`src/hdl/mns_pkg.sv`:
```
`timescale 1ns / 1ps
`default_nettype none

package mns_pkg;

    // Note memory
    localparam int NOTE_DEPTH = 256;
    localparam int NOTE_AW    = $clog2(NOTE_DEPTH);
    localparam int SUM_W      = 10;

    // Field widths
    localparam int ADDR_W  = 8;
    localparam int PITCH_W = 16;
    localparam int LEN_W   = 8;
    localparam int COUNT_W = 9;
    localparam int BPM_W   = 16;
    localparam int MS_W    = 22;
    localparam int SIXT_W  = 14;
    localparam int WORD_W  = LEN_W + PITCH_W;

    // Timing constants
    localparam logic [MS_W-1:0]   GAP_MS               = MS_W'(30);
    localparam logic [SIXT_W-1:0] TEMPO_DIVIDEND       = SIXT_W'(15000);
    localparam logic [SIXT_W-1:0] DEFAULT_SIXTEENTH_MS = SIXT_W'(100);
    localparam logic [MS_W-1:0]   ELAPSED_MAX          = {MS_W{1'b1}};

    // Tempo divider: one quotient bit per step
    localparam int DIV_STEPS = SIXT_W;
    localparam int DIV_CW    = $clog2(DIV_STEPS);

    // Command queue
    localparam int QDEPTH = 4;
    localparam int QAW    = $clog2(QDEPTH);

    // Opcodes on the input channel
    localparam logic [1:0] OP_TICK  = 2'd0;
    localparam logic [1:0] OP_WRITE = 2'd1;
    localparam logic [1:0] OP_START = 2'd2;
    localparam logic [1:0] OP_STOP  = 2'd3;

    typedef enum logic [2:0] {
        K_TICK,
        K_WRITE,
        K_START,
        K_NOP,
        K_STOP
    } t_kind;

    typedef struct packed {
        t_kind               kind;
        logic [ADDR_W-1:0]   address;
        logic [PITCH_W-1:0]  pitch;
        logic [LEN_W-1:0]    length;
        logic [COUNT_W-1:0]  count;
        logic [BPM_W-1:0]    bpm;
    } t_cmd;

    typedef struct packed {
        logic               tone_start;
        logic [PITCH_W-1:0] freq;
        logic [MS_W-1:0]    ms;
        logic               silence;
        logic               done;
    } t_result;

    typedef enum logic [2:0] {
        S_IDLE,
        S_DIV,
        S_READ,
        S_SLOT,
        S_EVAL,
        S_RESP
    } t_state;

endpackage

`default_nettype wire

```
`src/hdl/mns_front.sv`:
```
`timescale 1ns / 1ps
`default_nettype none

module mns_front (
    input  wire logic                         i_clk,
    input  wire logic                         i_rst_n,
    input  wire logic                         i_in_valid,
    output logic                              o_in_ready,
    input  wire logic [1:0]                   i_opcode,
    input  wire logic [mns_pkg::ADDR_W-1:0]   i_address,
    input  wire logic [mns_pkg::PITCH_W-1:0]  i_pitch_hz,
    input  wire logic [mns_pkg::LEN_W-1:0]    i_note_length,
    input  wire logic [mns_pkg::COUNT_W-1:0]  i_note_count,
    input  wire logic [mns_pkg::BPM_W-1:0]    i_tempo_bpm,
    output logic                              o_push,
    output mns_pkg::t_cmd                     o_cmd,
    input  wire logic                         i_push_ready
);

    logic          r_stage_valid;
    mns_pkg::t_cmd r_stage;
    mns_pkg::t_kind c_kind;
    logic          c_accept;

    // Classify: a start with zero count does nothing
    always_comb begin
        unique case (i_opcode)
            mns_pkg::OP_TICK:  c_kind = mns_pkg::K_TICK;
            mns_pkg::OP_WRITE: c_kind = mns_pkg::K_WRITE;
            mns_pkg::OP_START: c_kind = (i_note_count == '0) ? mns_pkg::K_NOP
                                                             : mns_pkg::K_START;
            default:           c_kind = mns_pkg::K_STOP;
        endcase
    end

    assign o_in_ready = !r_stage_valid || i_push_ready;
    assign c_accept   = i_in_valid && o_in_ready;
    assign o_push     = r_stage_valid;
    assign o_cmd      = r_stage;

    always_ff @(posedge i_clk) begin
        if (!i_rst_n) begin
            r_stage_valid <= 1'b0;
        end else if (c_accept) begin
            r_stage_valid <= 1'b1;
        end else if (i_push_ready) begin
            r_stage_valid <= 1'b0;
        end
    end

    always_ff @(posedge i_clk) begin
        if (c_accept) begin
            r_stage.kind    <= c_kind;
            r_stage.address <= i_address;
            r_stage.pitch   <= i_pitch_hz;
            r_stage.length  <= i_note_length;
            r_stage.count   <= i_note_count;
            r_stage.bpm     <= i_tempo_bpm;
        end
    end

endmodule

`default_nettype wire

```
`config.mk`:
```
export PLATFORM = sky130hd
export DESIGN_NAME = mns_front
export DESIGN_NICKNAME = d
export VERILOG_FILES = /design/src/hdl/mns_pkg.sv /design/src/hdl/mns_front.sv
export SDC_FILE = /design/constraint.sdc
export NUM_CORES = 1
export LEC_CHECK = 0
export ABC_CLOCK_PERIOD_IN_PS = 2870
export BUFFER_PORTS_ARGS = -buffer_cell sky130_fd_sc_hd__buf_2
export CAP_MARGIN = 10
export CELL_PAD_IN_SITES_DETAIL_PLACEMENT = 2
export CELL_PAD_IN_SITES_GLOBAL_PLACEMENT = 2
export CORE_MARGIN = 10
export CORE_UTILIZATION = 28
export CTS_BUF_LIST = sky130_fd_sc_hd__clkbuf_8
export CTS_CLUSTER_DIAMETER = 80
export DETAILED_ROUTE_END_ITERATION = 10
export GPL_TIMING_DRIVEN = 0
export HOLD_SLACK_MARGIN = 0.1
export PLACE_DENSITY_LB_ADDON = 0.1
export SYNTH_ARGS = -nofsm -noshare
export SYNTH_HDL_FRONTEND = slang
export SYNTH_SLANG_ARGS = --single-unit
```
`constraint.sdc`:
```
create_clock -name i_clk -period 2.87 [get_ports i_clk]
set_clock_uncertainty 0.15 [all_clocks]
set_input_delay 0.287 -clock i_clk [delete_from_list [all_inputs] [get_ports i_clk]]
set_output_delay 0.287 -clock i_clk [all_outputs]
set_load 0.02 [all_outputs]
```
==> results by stage <==
Clock tree:
- After clock tree synthesis, the clock-pin slew on the worst setup and hold paths is 0.06 ns.
- In this run, CTS created clock tree buffers numbering 9.
- The number of sinks on the clock net is 61.
- The number of hold buffers added after CTS was 59.
- The root buffer cell chosen for the clock tree is sky130_fd_sc_hd__clkbuf_8.
- In this run the post-CTS setup repair buffer count came out at 0.
- The post-cts resize count is 0.
- The CTS tree is done.
- In this run the deepest clock path goes through 2 buffers.
- CTS built an H-tree with a depth of 3.
- The insertion delay of the later-clocked pin in the worst-skew pair is 0.32 ns.

Synthesis:
- Synthesis produced a netlist with a net count of 135.
- A synthesized cell averages 26.3 um^2.
- The number of distinct library cell variants in the gate-level netlist after synthesis is 11.
- The share of the Yosys chip area taken by registers is 96.1%.
- The mapped netlist covers 0.00190 mm^2.
- In this run, synthesis produced a sequential element count of 61.
- The instance count of the mapped netlist is 72.
- The yosys synthesis warning count is 0.

Global routing:
- The first-pass GRT wire length is 10500 um.
- The maximum number of pins on one net before global-route repair is 44.
- The number of antenna violations at the first check in global routing is 1.
- The via count of the first global-routing pass is 1808.
- The remaining global-route overflow is 0.
- The global router's overall resource usage is 13.6%.

Timing:
- After layout, the worst path uses 59.3% of the clock period.
- The final-report setup violation count is 0.
- Headroom to the max-slew limit came out at 69.6%.
- Setup repair after global routing left no endpoint under its margin.
- Adding up every negative setup slack in the final design gives 0 ns.
- Derived from the worst setup path, the maximum achievable clock frequency is 588 MHz.
- The clock period could shrink to 1.70 ns.
- The hold violation total from the final report is 0.
- The number of max-slew violations in the final report is 0.
- At the pin with the least slew margin, the transition time is 0.457 ns.

Drt:
- The via-per-instance ratio is 4.20.
- Dividing the detail-routed wire length by the instance count gives 19.9 um.
- Summed over all layers, the routed wires come to 6920 um.
- The number of design rule violations left after detail routing is 0.
- For this run, the detailed router's first-pass iteration total came to 4.
- The total number of vias is 1462.
- The first routing iteration left 19 violations.
- Once detail routing completed, the nets flagged for antenna violations numbered 0.

Floorplanning:
- The total die area is 0.0105 mm^2.
- Measured along the x axis, the die boundary spans 102 um.
- The row count is 29.
- The starting density of the core is 29.3%.
- The standard cell core area is 0.00646 mm^2.
- The height of the chip is 102 um.
- During I/O placement, the number of pins put on the boundary was 125.

Critical path:
- STA puts the critical path data arrival time at 1.55 ns.
- STA classifies the critical path endpoint as a flop.
- The worst setup slack for register-to-register paths is 1.17 ns.
- The worst setup path is launched from a flop.
- At the worst endpoint, the required time is 2.72 ns.
- In this run the critical register-to-register path is launched from o_push.
- By startpoint and endpoint, the worst setup path is classified as reg -> reg.
- The end of the worst register-to-register path is o_cmd[43].
- The worst reg-to-reg path cell count is 3.
- Of all nets on the critical path, the largest fanout is 43.

Run:
- The max-capacitance violation count is 0.

Placed design:
- Buffers placed on the I/O ports in this run total 124.
- The routability congestion estimate is 0.675.
- The placed instances occupy a cell area of 0.00263 mm^2.

Finish:
- The leading cell type in the layout, fill and taps excluded is sky130_fd_sc_hd__buf_2.
- Measured on the finished design, the core utilization comes to 52.2%.
- The final standard cell area without fillers is 0.00337 mm^2.
- In the layout the commonest cells are 124 x sky130_fd_sc_hd__buf_2, 60 x sky130_fd_sc_hd__edfxtp_1, 59 x sky130_fd_sc_hd__dlygate4sd3_1, 9 x sky130_fd_sc_hd__clkbuf_8.
- The net count of the finished layout is 330.
- The area added between synthesis and finish is 78.0%.
- The fraction of layout cells with a size suffix above 1 is 51.5%.

Pwr:
- The total power density per cell area is 565 mW/mm^2.
- The worst-case vdd ir drop is 409 uV.
- The total power is 1.90 mW.
- In this run the static leakage power is 1.45 nW.

Min path:
- Along the worst hold path, the cell count comes to 2.
- The path with the worst hold slack has its endpoint at o_cmd[58].
- The worst hold path startpoint is i_opcode[0].
- The type of the tightest min-delay check is in -> reg.

Outcome:
- The flow ran to the end, and the final reports show no timing, DRC or antenna violations.
==> synth_stat cells <==
cell                       number  area, um^2
sky130_fd_sc_hd__a21boi_0       1        7.51
sky130_fd_sc_hd__a41o_1         1        10.0
sky130_fd_sc_hd__and2_1         2        12.5
sky130_fd_sc_hd__dfxtp_1        1        20.0
sky130_fd_sc_hd__edfxtp_1      60        1800
sky130_fd_sc_hd__inv_1          1        3.75
sky130_fd_sc_hd__nand2b_1       1        6.26
sky130_fd_sc_hd__nor2_1         1        3.75
sky130_fd_sc_hd__nor2b_1        2        12.5
sky130_fd_sc_hd__nor3_1         1        5.00
sky130_fd_sc_hd__nor4_2         1        12.5
==> routing by layer <==
layer	vias up	share of wire, %	track usage [%]
met2	81	57	26.0
met3	2	9.5	7.56
li1	677	-	-
met4	0	0.087	2.82
met5	-	0	0
met1	702	34	12.3
==> kinds of logic after synthesis <==
kind of cell,synth area share [%]
DFF,96.1
and+or+nand+nor,2.77
AOI/OAI and AO/OA,0.924
buffers and inverters,0.198
==> per-stage QoR <==
step                      worst slack (ns)  std cells  hold WS (ns)
final                                 1.17        348         0.139
after detailed placement              1.10        274         0.316
after global routing                  1.04        348         0.123
after floorplan                      0.226         72         0.236
after global placement             -0.0597        273         0.314
after CTS                             1.16        347         0.112
==> worst max path at each step <==
stage | from | endpoint | slack, ns | cells after the start
after floorplan | o_push | o_cmd[0] | 0.23 | 2
after global placement | i_push_ready | o_cmd[52] | -0.06 | 3
after detailed placement | i_push_ready | o_cmd[42] | 1.10 | 4
after CTS | o_push | o_cmd[43] | 1.16 | 3
after global routing | o_push | o_cmd[43] | 1.04 | 3
final | o_push | o_cmd[43] | 1.17 | 3
==> worst max-delay path, stage by stage (launching register included) <==
cell	delay [ns]
sky130_fd_sc_hd__dfxtp_1	0.32
sky130_fd_sc_hd__nand2b_1	0.13
sky130_fd_sc_hd__and2_2	0.46
sky130_fd_sc_hd__buf_12	0.31
==> cell type report <==
cell class | instances | area (um^2)
repair buffers | 184 | 1230
diodes | 1 | 2.50
flip-flops and latches | 61 | 1820
clock buffers | 9 | 124
multi-input cells | 10 | 71.3
inverters | 1 | 3.75
clock inverters | 5 | 22.5
well taps | 77 | 96.3
fillers | 623 | 3090
==> flip-flops by register name, indices dropped and copies added, names as in the netlist <==
| name | cells |
|---|---|
| o_push | 1 |
| o_cmd | 60 |
==> power by group <==
| group | switching (mW) | internal [mW] |
|---|---|---|
| Combinational | 0.143 | 0.122 |
| Sequential | 0.0143 | 1.04 |
| Clock | 0.292 | 0.292 |
| Total | 0.449 | 1.46 |
No activity file was read; power rests on OpenSTA's default activity.
