`src/hdl/mns_pkg.sv`:
```
`timescale 1ns / 1ps
`default_nettype none

package mns_pkg;

    // Note memory
    localparam int NOTE_DEPTH = 256;
    localparam int NOTE_AW    = $clog2(NOTE_DEPTH);
    localparam int SUM_W      = 10;

    // Field widths
    localparam int ADDR_W  = 8;
    localparam int PITCH_W = 16;
    localparam int LEN_W   = 8;
    localparam int COUNT_W = 9;
    localparam int BPM_W   = 16;
    localparam int MS_W    = 22;
    localparam int SIXT_W  = 14;
    localparam int WORD_W  = LEN_W + PITCH_W;

    // Timing constants
    localparam logic [MS_W-1:0]   GAP_MS               = MS_W'(30);
    localparam logic [SIXT_W-1:0] TEMPO_DIVIDEND       = SIXT_W'(15000);
    localparam logic [SIXT_W-1:0] DEFAULT_SIXTEENTH_MS = SIXT_W'(100);
    localparam logic [MS_W-1:0]   ELAPSED_MAX          = {MS_W{1'b1}};

    // Tempo divider: one quotient bit per step
    localparam int DIV_STEPS = SIXT_W;
    localparam int DIV_CW    = $clog2(DIV_STEPS);

    // Command queue
    localparam int QDEPTH = 4;
    localparam int QAW    = $clog2(QDEPTH);

    // Opcodes on the input channel
    localparam logic [1:0] OP_TICK  = 2'd0;
    localparam logic [1:0] OP_WRITE = 2'd1;
    localparam logic [1:0] OP_START = 2'd2;
    localparam logic [1:0] OP_STOP  = 2'd3;

    typedef enum logic [2:0] {
        K_TICK,
        K_WRITE,
        K_START,
        K_NOP,
        K_STOP
    } t_kind;

    typedef struct packed {
        t_kind               kind;
        logic [ADDR_W-1:0]   address;
        logic [PITCH_W-1:0]  pitch;
        logic [LEN_W-1:0]    length;
        logic [COUNT_W-1:0]  count;
        logic [BPM_W-1:0]    bpm;
    } t_cmd;

    typedef struct packed {
        logic               tone_start;
        logic [PITCH_W-1:0] freq;
        logic [MS_W-1:0]    ms;
        logic               silence;
        logic               done;
    } t_result;

    typedef enum logic [2:0] {
        S_IDLE,
        S_DIV,
        S_READ,
        S_SLOT,
        S_EVAL,
        S_RESP
    } t_state;

endpackage

`default_nettype wire

```
`src/hdl/mns_queue.sv`:
```
`timescale 1ns / 1ps
`default_nettype none

module mns_queue (
    input  wire logic          i_clk,
    input  wire logic          i_rst_n,
    input  wire logic          i_push,
    input  wire mns_pkg::t_cmd i_cmd,
    output logic               o_push_ready,
    output logic               o_head_valid,
    output mns_pkg::t_cmd      o_head,
    input  wire logic          i_pop
);

    mns_pkg::t_cmd             r_entry [mns_pkg::QDEPTH];
    logic [mns_pkg::QAW-1:0]   r_wr_ptr;
    logic [mns_pkg::QAW-1:0]   r_rd_ptr;
    logic [mns_pkg::QAW:0]     r_fill;
    logic                      c_do_push;
    logic                      c_do_pop;

    assign o_push_ready = (r_fill != (mns_pkg::QAW+1)'(mns_pkg::QDEPTH));
    assign o_head_valid = (r_fill != '0);
    assign o_head       = r_entry[r_rd_ptr];
    assign c_do_push    = i_push && o_push_ready;
    assign c_do_pop     = i_pop && o_head_valid;

    always_ff @(posedge i_clk) begin
        if (!i_rst_n) begin
            r_wr_ptr <= '0;
            r_rd_ptr <= '0;
            r_fill   <= '0;
        end else begin
            if (c_do_push) begin
                r_wr_ptr <= r_wr_ptr + 1'b1;
            end
            if (c_do_pop) begin
                r_rd_ptr <= r_rd_ptr + 1'b1;
            end
            unique case ({c_do_push, c_do_pop})
                2'b10:   r_fill <= r_fill + 1'b1;
                2'b01:   r_fill <= r_fill - 1'b1;
                default: r_fill <= r_fill;
            endcase
        end
    end

    always_ff @(posedge i_clk) begin
        if (c_do_push) begin
            r_entry[r_wr_ptr] <= i_cmd;
        end
    end

endmodule

`default_nettype wire

```
`config.mk`:
```
export PLATFORM = sky130hd
export DESIGN_NAME = mns_queue
export DESIGN_NICKNAME = d
export VERILOG_FILES = /design/src/hdl/mns_pkg.sv /design/src/hdl/mns_queue.sv
export SDC_FILE = /design/constraint.sdc
export NUM_CORES = 1
export LEC_CHECK = 0
export ABC_CLOCK_PERIOD_IN_PS = 2600
export BUFFER_PORTS_ARGS = -buffer_cell sky130_fd_sc_hd__clkbuf_2
export CAP_MARGIN = 15
export CORE_AREA = 2 2 179 216
export DETAILED_ROUTE_END_ITERATION = 7
export DIE_AREA = 0 0 181 218
export GPL_TIMING_DRIVEN = 0
export PLACE_DENSITY = 0.4
export RECOVER_POWER = 25
export SETUP_SLACK_MARGIN = 0.2
export SYNTH_ARGS = -nofsm -noshare
export SYNTH_HDL_FRONTEND = slang
export SYNTH_SLANG_ARGS = --single-unit
```
`constraint.sdc`:
```
create_clock -name i_clk -period 2.6 [get_ports i_clk]
set_clock_uncertainty 0.2 [all_clocks]
set_input_delay 0.52 -clock i_clk [delete_from_list [all_inputs] [get_ports i_clk]]
set_output_delay 0.52 -clock i_clk [all_outputs]
set_load 0.005 [all_outputs]
```
==> impl_metrics.yaml, run 1 <==
hold_path:
  hold_path_depth: 1
  min-delay-start: "i_cmd[55]"
  timing.hold.worst.class: "in -> reg"
  min_delay_worst_endpoint: "r_entry[1][55]"
worst_setup_path:
  r2r_setup_slack_ns: 0.31
  reg2reg_from: "r_fill[0]"
  critPathLaunchType: "flop"
  cp_data_required_time_ns: 1.88
  crit_type: "reg -> out"
  r2r.worst_path.cells: 7
  cp-end-kind: "primary output"
  worstPathMaxFanout: 10
  r2r-end: "r_fill[2]"
  arrival_ns: 1.86
die:
  boundaryPins: 126
  dieWidth_um: 181
  initial_core_util_pct: 24.57
  chipHeight_um: 218
  die_area_sq_um: 39460
  fp-row-count: 78
  core_region_area_sq_um: 37480
grt:
  antenna_found_initial: 0
  globalRouteTotalUtil_pct: 9.576
  grt_max_degree: 34
  first_pass_grt_wire_length_um: 28750
  overflow: 0
  first_global_vias: 4926
synth:
  synth_area_leaders: "sky130_fd_sc_hd__edfxtp_1, sky130_fd_sc_hd__mux4_2, sky130_fd_sc_hd__dfxtp_1, sky130_fd_sc_hd__buf_12, sky130_fd_sc_hd__ha_1"
  post_synth_most_frequent_cells: "sky130_fd_sc_hd__edfxtp_1, sky130_fd_sc_hd__mux4_2, sky130_fd_sc_hd__dfxtp_1, sky130_fd_sc_hd__and2_1"
  ys_ff_latch: 249
  yosysWarnings: 0
  ys_seq_area_share_pct: 80.22
  post-synth-top-area-fraction_pct: 78.26
  edff_count_synth: 240
  postSynthCellCount: 366
  syn-num-nets: 436
  async_reset_ff_share_pct: 0
  synthFlopType: "sky130_fd_sc_hd__edfxtp_1"
  yosysMostFrequentCell: "sky130_fd_sc_hd__edfxtp_1"
  syn_area_per_cell_sq_um: 25.16
  synth_largest_area_cell: "sky130_fd_sc_hd__edfxtp_1"
  mappedNetlistArea_sq_um: 9209
  synth.distinct_cells: 24
power_and_ir_drop:
  power.leakage_nw: 3.933
  ir_worst_vdd_mv: 0.4132
  post-layout-total-power_w: 0.01104
  pwr_density_cell_nw_per_um2: 923.0
final_layout:
  nFillCells: 3667
  final_util_pct: 31.91
  area_growth_from_synthesis_to_layout_pct: 29.88
  nNetsFinal: 652
  register_area_sq_um: 7388
  multiInputGateArea_sq_um: 1655
  num_antenna_cells: 0
  drive_above_1_share_pct: 35.44
sta:
  max_clock_freq_mhz: 387.2
  setup_tns_ns: 0
  post_route_clock_period_utilization_pct: 99.34
  final_layout_worst_hold_slack_ns: 0.09950
  hold_viol_final: 0
  relative_slew_slack_pct: 63.66
  fin_crit_ns: 2.583
  finalSetupViolations: 0
  tightestPinTransition_ns: 0.5452
  timing.final.max_slew_violations: 0
  unrepaired_setup_endpoints_after_global_routing: "true"
detailed_routing:
  routed_wire_length_per_instance_um: 17.46
  drt_drc_violations_left: 0
  drt_iter0_drcs: 162
  detailroute.via_count: 4411
  drt_wl_total_um: 18880
  antenna_left: 0
  drt_first_pass_iters: 6
  route.detailed.vias_per_inst: 4.080
placement:
  place.port_buffers: 124
  gpl.final_weighted_congestion: 0.6893
  dp_hpwl_um: 11400
clock_network:
  cts_inserted_buffers: 26
  cts_sinks: 249
  path_clk_slew_ns: 0.06
  clockBufferDepth: 3
  clockRootBuffer: "sky130_fd_sc_hd__clkbuf_16"
  worstSkewPairLatency_ns: 0.52
  post-cts-setup-buffers: 0
  cts_tree: "yes"
  cts.htree.levels: 1
outcome:
  outcome: "finished, final reports clean"
run:
  drv.max_cap_violation_count: 0
-- worst max-delay path, stage by stage, from the launching register on --
cell	delay [ns]
sky130_fd_sc_hd__dfxtp_2	0.34
sky130_fd_sc_hd__buf_12	0.16
sky130_fd_sc_hd__buf_12	0.17
sky130_fd_sc_hd__mux4_2	0.52
sky130_fd_sc_hd__clkbuf_2	0.13
-- stage by stage --
stage,setup WS (ns),area [sq um],cells
5_1_grt,-0.07837,11960,1081
2_1_floorplan,0.3710,9214,366
6_report,0.01715,11960,1081
4_1_cts,-0.05277,11970,1081
3_3_place_gp,-0.4924,10440,970
3_5_place_dp,0.1447,10540,974
-- layer usage --
metal / track usage (%) / vias to the layer above / share of wire (%)
li1: - / 1978 / -
met1: 10.99 / 2305 / 40
met2: 17.81 / 106 / 54
met3: 1.921 / 22 / 4.6
met4: 3.171 / 0 / 1.9
met5: 0 / - / 0
-- layout make-up --
type                    instances  share of cell area, %
repair buffers                188                  10.97
plain buffers                  15                  1.653
clock buffers                  30                  5.565
flip-flops and latches        249                  61.77
inverters                       6                 0.1883
clock inverters                17                 0.9834
well taps                     480                  5.021
multi-input cells              96                  13.84
-- logic make-up (layout without fill, tap and decap cells) --
kind of cell / count (synthesis) / in the layout / share of synthesized area (%)
adders and majority gates: 6 / 6 / 0.8967
xor gates and xnor gates: 4 / 4 / 0.3805
DFF: 249 / 249 / 80.22
AOI/OAI and AO/OA: 6 / 6 / 0.5028
buffers and inverters: 21 / 256 / 2.079
muxes: 62 / 62 / 14.89
and+or+nand+nor: 18 / 18 / 1.032
-- power breakdown --
group          switching, W  internal, W
sequential         0.000113      0.00484
combinational       0.00122      0.00147
clock               0.00147      0.00193
total               0.00280      0.00824
-- cell usage in the layout, fill, tap and decap left out, types with 2 or more instances in the layout --
| master | count |
|---|---|
| sky130_fd_sc_hd__o21ai_0 | 2 |
| sky130_fd_sc_hd__edfxtp_1 | 240 |
| sky130_fd_sc_hd__inv_1 | 6 |
| sky130_fd_sc_hd__buf_16 | 4 |
| sky130_fd_sc_hd__clkinv_1 | 7 |
| sky130_fd_sc_hd__nand2_1 | 6 |
| sky130_fd_sc_hd__nor2b_1 | 2 |
| sky130_fd_sc_hd__or3_1 | 2 |
| sky130_fd_sc_hd__xnor2_1 | 3 |
| sky130_fd_sc_hd__ha_1 | 5 |
| sky130_fd_sc_hd__buf_2 | 2 |
| sky130_fd_sc_hd__clkinvlp_4 | 2 |
| sky130_fd_sc_hd__buf_6 | 3 |
| sky130_fd_sc_hd__mux4_2 | 60 |
| sky130_fd_sc_hd__clkbuf_2 | 88 |
| sky130_fd_sc_hd__buf_12 | 8 |
| sky130_fd_sc_hd__and2_4 | 4 |
| sky130_fd_sc_hd__clkbuf_16 | 26 |
| sky130_fd_sc_hd__mux2i_1 | 2 |
| sky130_fd_sc_hd__dlygate4sd3_1 | 59 |
| sky130_fd_sc_hd__dfxtp_1 | 8 |
| sky130_fd_sc_hd__and2_1 | 3 |
| sky130_fd_sc_hd__clkbuf_1 | 38 |
| sky130_fd_sc_hd__clkinv_2 | 6 |
| sky130_fd_sc_hd__buf_4 | 5 |
-- state kept, by name, indices dropped and copies added (netlist names), named ones only --
| signal | cells |
|---|---|
| r_rd_ptr | 2 |
| r_wr_ptr | 2 |
| r_fill | 3 |
| r_entry | 240 |
-- repair_timing --
action | in CTS | in global routing
endpoints found under the setup margin | 60 | 180
hold buffers | 59 | 0
gates resized for setup | 11 | 11
pin swaps | 0 | 0
gates cloned | 1 | 0
endpoints found under the hold margin | 236 | 0
-- worst max path at each step --
stage,cells after the start,from,endpoint,slack [ns]
5_1_grt,4,flop,o_head[51],-0.08
2_1_floorplan,2,i_push,r_entry[0][0],0.37
3_3_place_gp,3,i_push,r_entry[0][32],-0.49
4_1_cts,4,flop,o_head[44],-0.05
3_5_place_dp,4,i_push,r_entry[2][30],0.14
6_report,4,flop,o_head[37],0.02
Note: power is estimated with default switching activity, not from simulation.
==> run 2, diff against run 1 <==
--- a/config.mk
+++ b/config.mk
@@ -5,15 +5,15 @@
 export SDC_FILE = /design/constraint.sdc
 export NUM_CORES = 1
 export LEC_CHECK = 0
-export ABC_CLOCK_PERIOD_IN_PS = 2600
+export ABC_CLOCK_PERIOD_IN_PS = 2500
 export BUFFER_PORTS_ARGS = -buffer_cell sky130_fd_sc_hd__clkbuf_2
 export CAP_MARGIN = 15
 export CORE_AREA = 2 2 179 216
 export DETAILED_ROUTE_END_ITERATION = 7
 export DIE_AREA = 0 0 181 218
 export GPL_TIMING_DRIVEN = 0
-export PLACE_DENSITY = 0.4
-export RECOVER_POWER = 25
+export PLACE_DENSITY = 0.39
+export RECOVER_POWER = 100
 export SETUP_SLACK_MARGIN = 0.2
 export SYNTH_ARGS = -nofsm -noshare
 export SYNTH_HDL_FRONTEND = slang
==> constraint.sdc (replaced) <==
create_clock -name i_clk -period 2.5 [get_ports i_clk]
set_clock_uncertainty 0.2 [all_clocks]
set_input_delay 0.5 -clock i_clk [delete_from_list [all_inputs] [get_ports i_clk]]
set_output_delay 0.5 -clock i_clk [all_outputs]
set_load 0.005 [all_outputs]
==> impl_metrics.yaml, run 2 (same netlist as run 1, synthesis figures left out) <==
outcome:
  outcome: "finished, violations left"
  failed_checks: "negative setup slack"
sta:
  hold_viol_final: 0
  relative_slew_slack_pct: 34.55
  tightestPinTransition_ns: 0.9817
  final_layout_worst_hold_slack_ns: 0.1709
  post_route_clock_period_utilization_pct: 103.6
  worst_slack_ns: -0.09104
  unrepaired_setup_endpoints_after_global_routing: "true"
  finalSetupViolations: 60
  fin_crit_ns: 2.591
  max_clock_freq_mhz: 385.9
  timing.final.max_slew_violations: 0
die:
  fp-row-count: 78
  core_region_area_sq_um: 37480
  dieWidth_um: 181
  initial_core_util_pct: 24.57
  boundaryPins: 126
  chipHeight_um: 218
  die_area_sq_um: 39460
final_layout:
  most_common_library_cell_in_the_layout_ignoring_fill_and_taps: "sky130_fd_sc_hd__edfxtp_1"
  postLayoutCellArea_sq_um: 12040
  largest-register: "r_entry"
  drive_above_1_share_pct: 31.97
  nNetsFinal: 663
  layout_common_cells: "sky130_fd_sc_hd__edfxtp_1, sky130_fd_sc_hd__clkbuf_1, sky130_fd_sc_hd__clkbuf_2"
  num_antenna_cells: 0
  reg.largest.list: "r_entry x240, r_fill x3"
  largest_register_ff_count: 240
  area_growth_from_synthesis_to_layout_pct: 30.69
grt:
  first_global_vias: 5068
  grt_max_degree: 32
  globalRouteTotalUtil_pct: 10.32
  first_pass_grt_wire_length_um: 30550
  antenna_found_initial: 0
  overflow: 0
clock_network:
  cts.htree.levels: 1
  cts_tree: "yes"
  cts_sinks: 249
  cts_inserted_buffers: 28
  clockBufferDepth: 3
  clockRootBuffer: "sky130_fd_sc_hd__clkbuf_16"
  worstSkewPairLatency_ns: 0.53
  path_clk_slew_ns: 0.06
detailed_routing:
  route.detailed.vias_per_inst: 4.081
  drt_first_pass_iters: 4
  dr_wl_met2_um: 11040
  wl_met3_um: 838
  detailroute.via_count: 4461
  drt_iter0_drcs: 166
  drt_drc_violations_left: 0
  drt-met1-wl_um: 7706
  drt_wl_total_um: 20020
  routed_wire_length_per_instance_um: 18.31
  topRoutingLayerUsed: "met4"
  antenna_left: 0
power_and_ir_drop:
  power.leakage_nw: 3.914
  ir_worst_vdd_mv: 0.5227
  pwr_density_cell_nw_per_um2: 993.7
hold_path:
  timing.hold.worst.class: "in -> reg"
  hold_path_depth: 2
worst_setup_path:
  critPathLaunchType: "flop"
  r2r.worst_path.cells: 4
  crit_type: "reg -> out"
  cp_data_required_time_ns: 1.80
  number_of_logic_stages_on_the_critical_path_including_buffering: 4
  timing.critical_path.mode_cell: "sky130_fd_sc_hd__buf_12"
  cpPeakStageDelay_ns: 0.51
  arrival_ns: 1.89
  critical-path-slowest-cell: "sky130_fd_sc_hd__mux4_2"
  critical_path_buf_inv_count: 3
  critical_path.cell_chain: "buf_12 -> buf_12 -> mux4_2 -> clkbuf_2"
  cp-end-kind: "primary output"
  kind_of_cell_adding_the_most_delay_to_the_critical_path: "multiplexers"
  worstPathMaxFanout: 10
placement:
  dpl_cell_area_sq_um: 10520
  place.port_buffers: 124
  dp_hpwl_um: 12000
  gpl.final_weighted_congestion: 0.6946
run:
  drv.max_cap_violation_count: 0
[run 2: changes by cell type in the layout (fill, tap and decap cells not counted), sizes merged]
cell,before,now
clkbuf,152,166
buf,22,18
and2,7,9
bufinv,1,3
clkinv,14,12
clkinvlp,2,1
dlygate4sd3,59,60
[run 2: per-layer routing]
metal  GRT usage, %  vias to the layer above
li1               -                     2014
met1          11.55                     2328
met2          19.62                       93
met3          1.854                       26
met4          3.604                        0
met5              0                        -
[run 2: path summary, 6_finish.rpt]
check / startpoint / to / slack, ns
hold / removal: i_rst_n / r_fill[2] / 0.17
setup / recovery: flop / o_head[16] / -0.09
hold reg to reg: r_wr_ptr[1] / r_wr_ptr[1] / 0.30
setup reg to reg: r_fill[1] / r_entry[3][48] / 0.05
[run 2: stage by stage]
stage	setup TNS (ns)	total power, W	setup WS (ns)	std cells	utilization, %
floorplan	0	0.006877	0.2910	366	-
global placement	-139.89	0.007895	-0.5923	970	27.84
detailed placement	0	0.007992	0.0002405	974	28.07
CTS	-7.119	0.01234	-0.1548	1093	32.51
global route	-15.49	0.01258	-0.1844	1093	32.11
finish	-3.558	0.01196	-0.09104	1093	32.11
[run 2: timing repair]
| item | 4_1_cts | 5_1_grt |
|---|---|---|
| setup buffers | 6 | 0 |
| gates resized for setup | 15 | 5 |
| cloned | 3 | 0 |
| setup endpoints to repair | 181 | 61 |
| pin swaps | 4 | 2 |
| endpoints found under the hold margin | 240 | 0 |
| hold buffers | 60 | 0 |
[run 2: final cells by class]
| class | count | area, sq um |
|---|---|---|
| Clock buffer | 34 | 744.5 |
| Inverter | 6 | 22.52 |
| Fill cell | 3684 | 25440 |
| Timing Repair Buffer | 195 | 1261 |
| Sequential cell | 249 | 7391 |
| Multi-Input combinational cell | 98 | 1655 |
| Tap cell | 480 | 600.6 |
| Buffer | 15 | 196.4 |
| Clock inverter | 16 | 163.9 |
[run 2: where the power goes]
| part | leakage, nW | switching (W) | internal, W |
|---|---|---|---|
| Combinational | 1.19 | 0.00130 | 0.00151 |
| Clock | 0.444 | 0.00158 | 0.00242 |
| Sequential | 2.28 | 0.000112 | 0.00504 |
| Total | 3.91 | 0.00300 | 0.00896 |
==> run 3, diff against run 2 <==
--- a/config.mk
+++ b/config.mk
@@ -5,13 +5,13 @@
 export SDC_FILE = /design/constraint.sdc
 export NUM_CORES = 1
 export LEC_CHECK = 0
+export ABC_AREA = 0
 export ABC_CLOCK_PERIOD_IN_PS = 2500
 export BUFFER_PORTS_ARGS = -buffer_cell sky130_fd_sc_hd__clkbuf_2
 export CAP_MARGIN = 15
 export CORE_AREA = 2 2 179 216
 export DETAILED_ROUTE_END_ITERATION = 7
 export DIE_AREA = 0 0 181 218
-export GPL_TIMING_DRIVEN = 0
 export PLACE_DENSITY = 0.39
 export RECOVER_POWER = 100
 export SETUP_SLACK_MARGIN = 0.2
==> impl_metrics.yaml, run 3 (same netlist as run 1, synthesis figures left out) <==
sta:
  hold_viol_final: 0
  unrepaired_setup_endpoints_after_global_routing: "true"
  post_route_clock_period_utilization_pct: 104.8
  tightestPinTransition_ns: 0.5742
  fin_crit_ns: 2.620
  finalSetupViolations: 60
  relative_slew_slack_pct: 61.72
  worst_slack_ns: -0.1201
  timing.final.max_slew_violations: 0
  max_clock_freq_mhz: 381.7
worst_setup_path:
  arrival_ns: 1.92
  kind_of_cell_adding_the_most_delay_to_the_critical_path: "multiplexers"
  critical-path-slowest-cell: "sky130_fd_sc_hd__mux4_2"
  critical_path_buf_inv_count: 3
  cpPeakStageDelay_ns: 0.51
  critical_path.cell_chain: "buf_6 -> clkbuf_16 -> mux4_2 -> clkbuf_2"
  worstPathMaxFanout: 7
  critPathLaunchType: "flop"
  cp-end-kind: "primary output"
  cp_data_required_time_ns: 1.80
  crit_type: "reg -> out"
outcome:
  failed_checks: "negative setup slack"
  outcome: "finished, violations left"
final_layout:
  postLayoutCellArea_sq_um: 12070
  drive_above_1_share_pct: 30.49
  largest-register: "r_entry"
  most_common_library_cell_in_the_layout_ignoring_fill_and_taps: "sky130_fd_sc_hd__edfxtp_1"
  layout_common_cells: "sky130_fd_sc_hd__edfxtp_1, sky130_fd_sc_hd__clkbuf_1, sky130_fd_sc_hd__clkbuf_2"
  nNetsFinal: 658
  area_growth_from_synthesis_to_layout_pct: 31.05
  reg.largest.list: "r_entry x240, r_fill x3"
  largest_register_ff_count: 240
die:
  chipHeight_um: 218
  die_area_sq_um: 39460
  fp-row-count: 78
  core_region_area_sq_um: 37480
  boundaryPins: 126
  initial_core_util_pct: 24.57
  dieWidth_um: 181
detailed_routing:
  drt_drc_violations_left: 0
  route.detailed.vias_per_inst: 4.102
  drt_iter0_drcs: 269
  routed_wire_length_per_instance_um: 18.62
  drt_first_pass_iters: 6
  drt_wl_total_um: 20320
  antenna_left: 0
  detailroute.via_count: 4475
power_and_ir_drop:
  post-layout-total-power_w: 0.01207
  pwr_density_cell_nw_per_um2: 1000
  power.leakage_nw: 3.898
  ir_worst_vdd_mv: 0.4937
placement:
  gpl.final_weighted_congestion: 0.6693
  place.port_buffers: 125
  pre_cts_ws_ns: 0.03620
  dp_hpwl_um: 11340
  dpl_cell_area_sq_um: 10520
clock_network:
  cts.htree.levels: 1
  cts_sinks: 249
  worstSkewPairLatency_ns: 0.54
  cts_inserted_buffers: 28
  path_clk_slew_ns: 0.06
  clockBufferDepth: 3
  clockRootBuffer: "sky130_fd_sc_hd__clkbuf_16"
  cts_tree: "yes"
hold_path:
  timing.hold.worst.class: "in -> reg"
grt:
  first_global_vias: 5025
  antenna_found_initial: 1
  grt_max_degree: 32
  globalRouteTotalUtil_pct: 10.03
  overflow: 0
  first_pass_grt_wire_length_um: 29560
run:
  drv.max_cap_violation_count: 0
run 3: final timing paths:
check / start / end / slack, ns / cells after the start
setup reg to reg: r_fill[1] / r_fill[2] / 0.17 / 9
hold / removal: i_rst_n / r_rd_ptr[0] / 0.12 / 2
hold reg to reg: r_wr_ptr[0] / r_wr_ptr[0] / 0.31 / 2
setup / recovery: flop / o_head[11] / -0.12 / 4
run 3: final cells by class:
class | count | area [sq um]
fill | 3662 | 25410
sequential | 249 | 7397
multi-input combinational | 96 | 1638
timing repair buffer | 207 | 1531
clock buffer | 37 | 755.7
tap | 480 | 600.6
clock inverter | 15 | 120.1
inverter | 6 | 22.52
antenna | 1 | 2.502
run 3: repair_timing:
action                     in CTS  in global routing
setup endpoints to repair      61                 62
hold buffers                   60                  0
gates resized for setup         5                 14
cloned                          2                  4
hold endpoints to repair      240                  0
buffers inserted                2                  2
pin swaps                       0                  1
run 3: metal layers:
metal	part of all wire (%)	GRT usage, %	routed length (um)
met5	0	0	0
met4	2.3	3.902	464
met3	4.2	1.937	862
met2	55	18.97	11120
met1	39	11.05	7871
run 3: stage by stage:
step                instances  setup TNS, ns  hold slack [ns]  util, %
global route             1091         -9.373           0.1087    32.20
global placement          968              0           0.2787    28.08
detailed placement        968              0           0.3127    28.08
CTS                      1084         -8.575          0.08954    32.27
finish                   1091         -4.383           0.1206    32.20
floorplan                 366              0           0.2677        -
run 3: power by group:
part	switching, W	internal [W]
combinational	0.00138	0.00163
clock	0.00156	0.00232
sequential	0.000129	0.00504
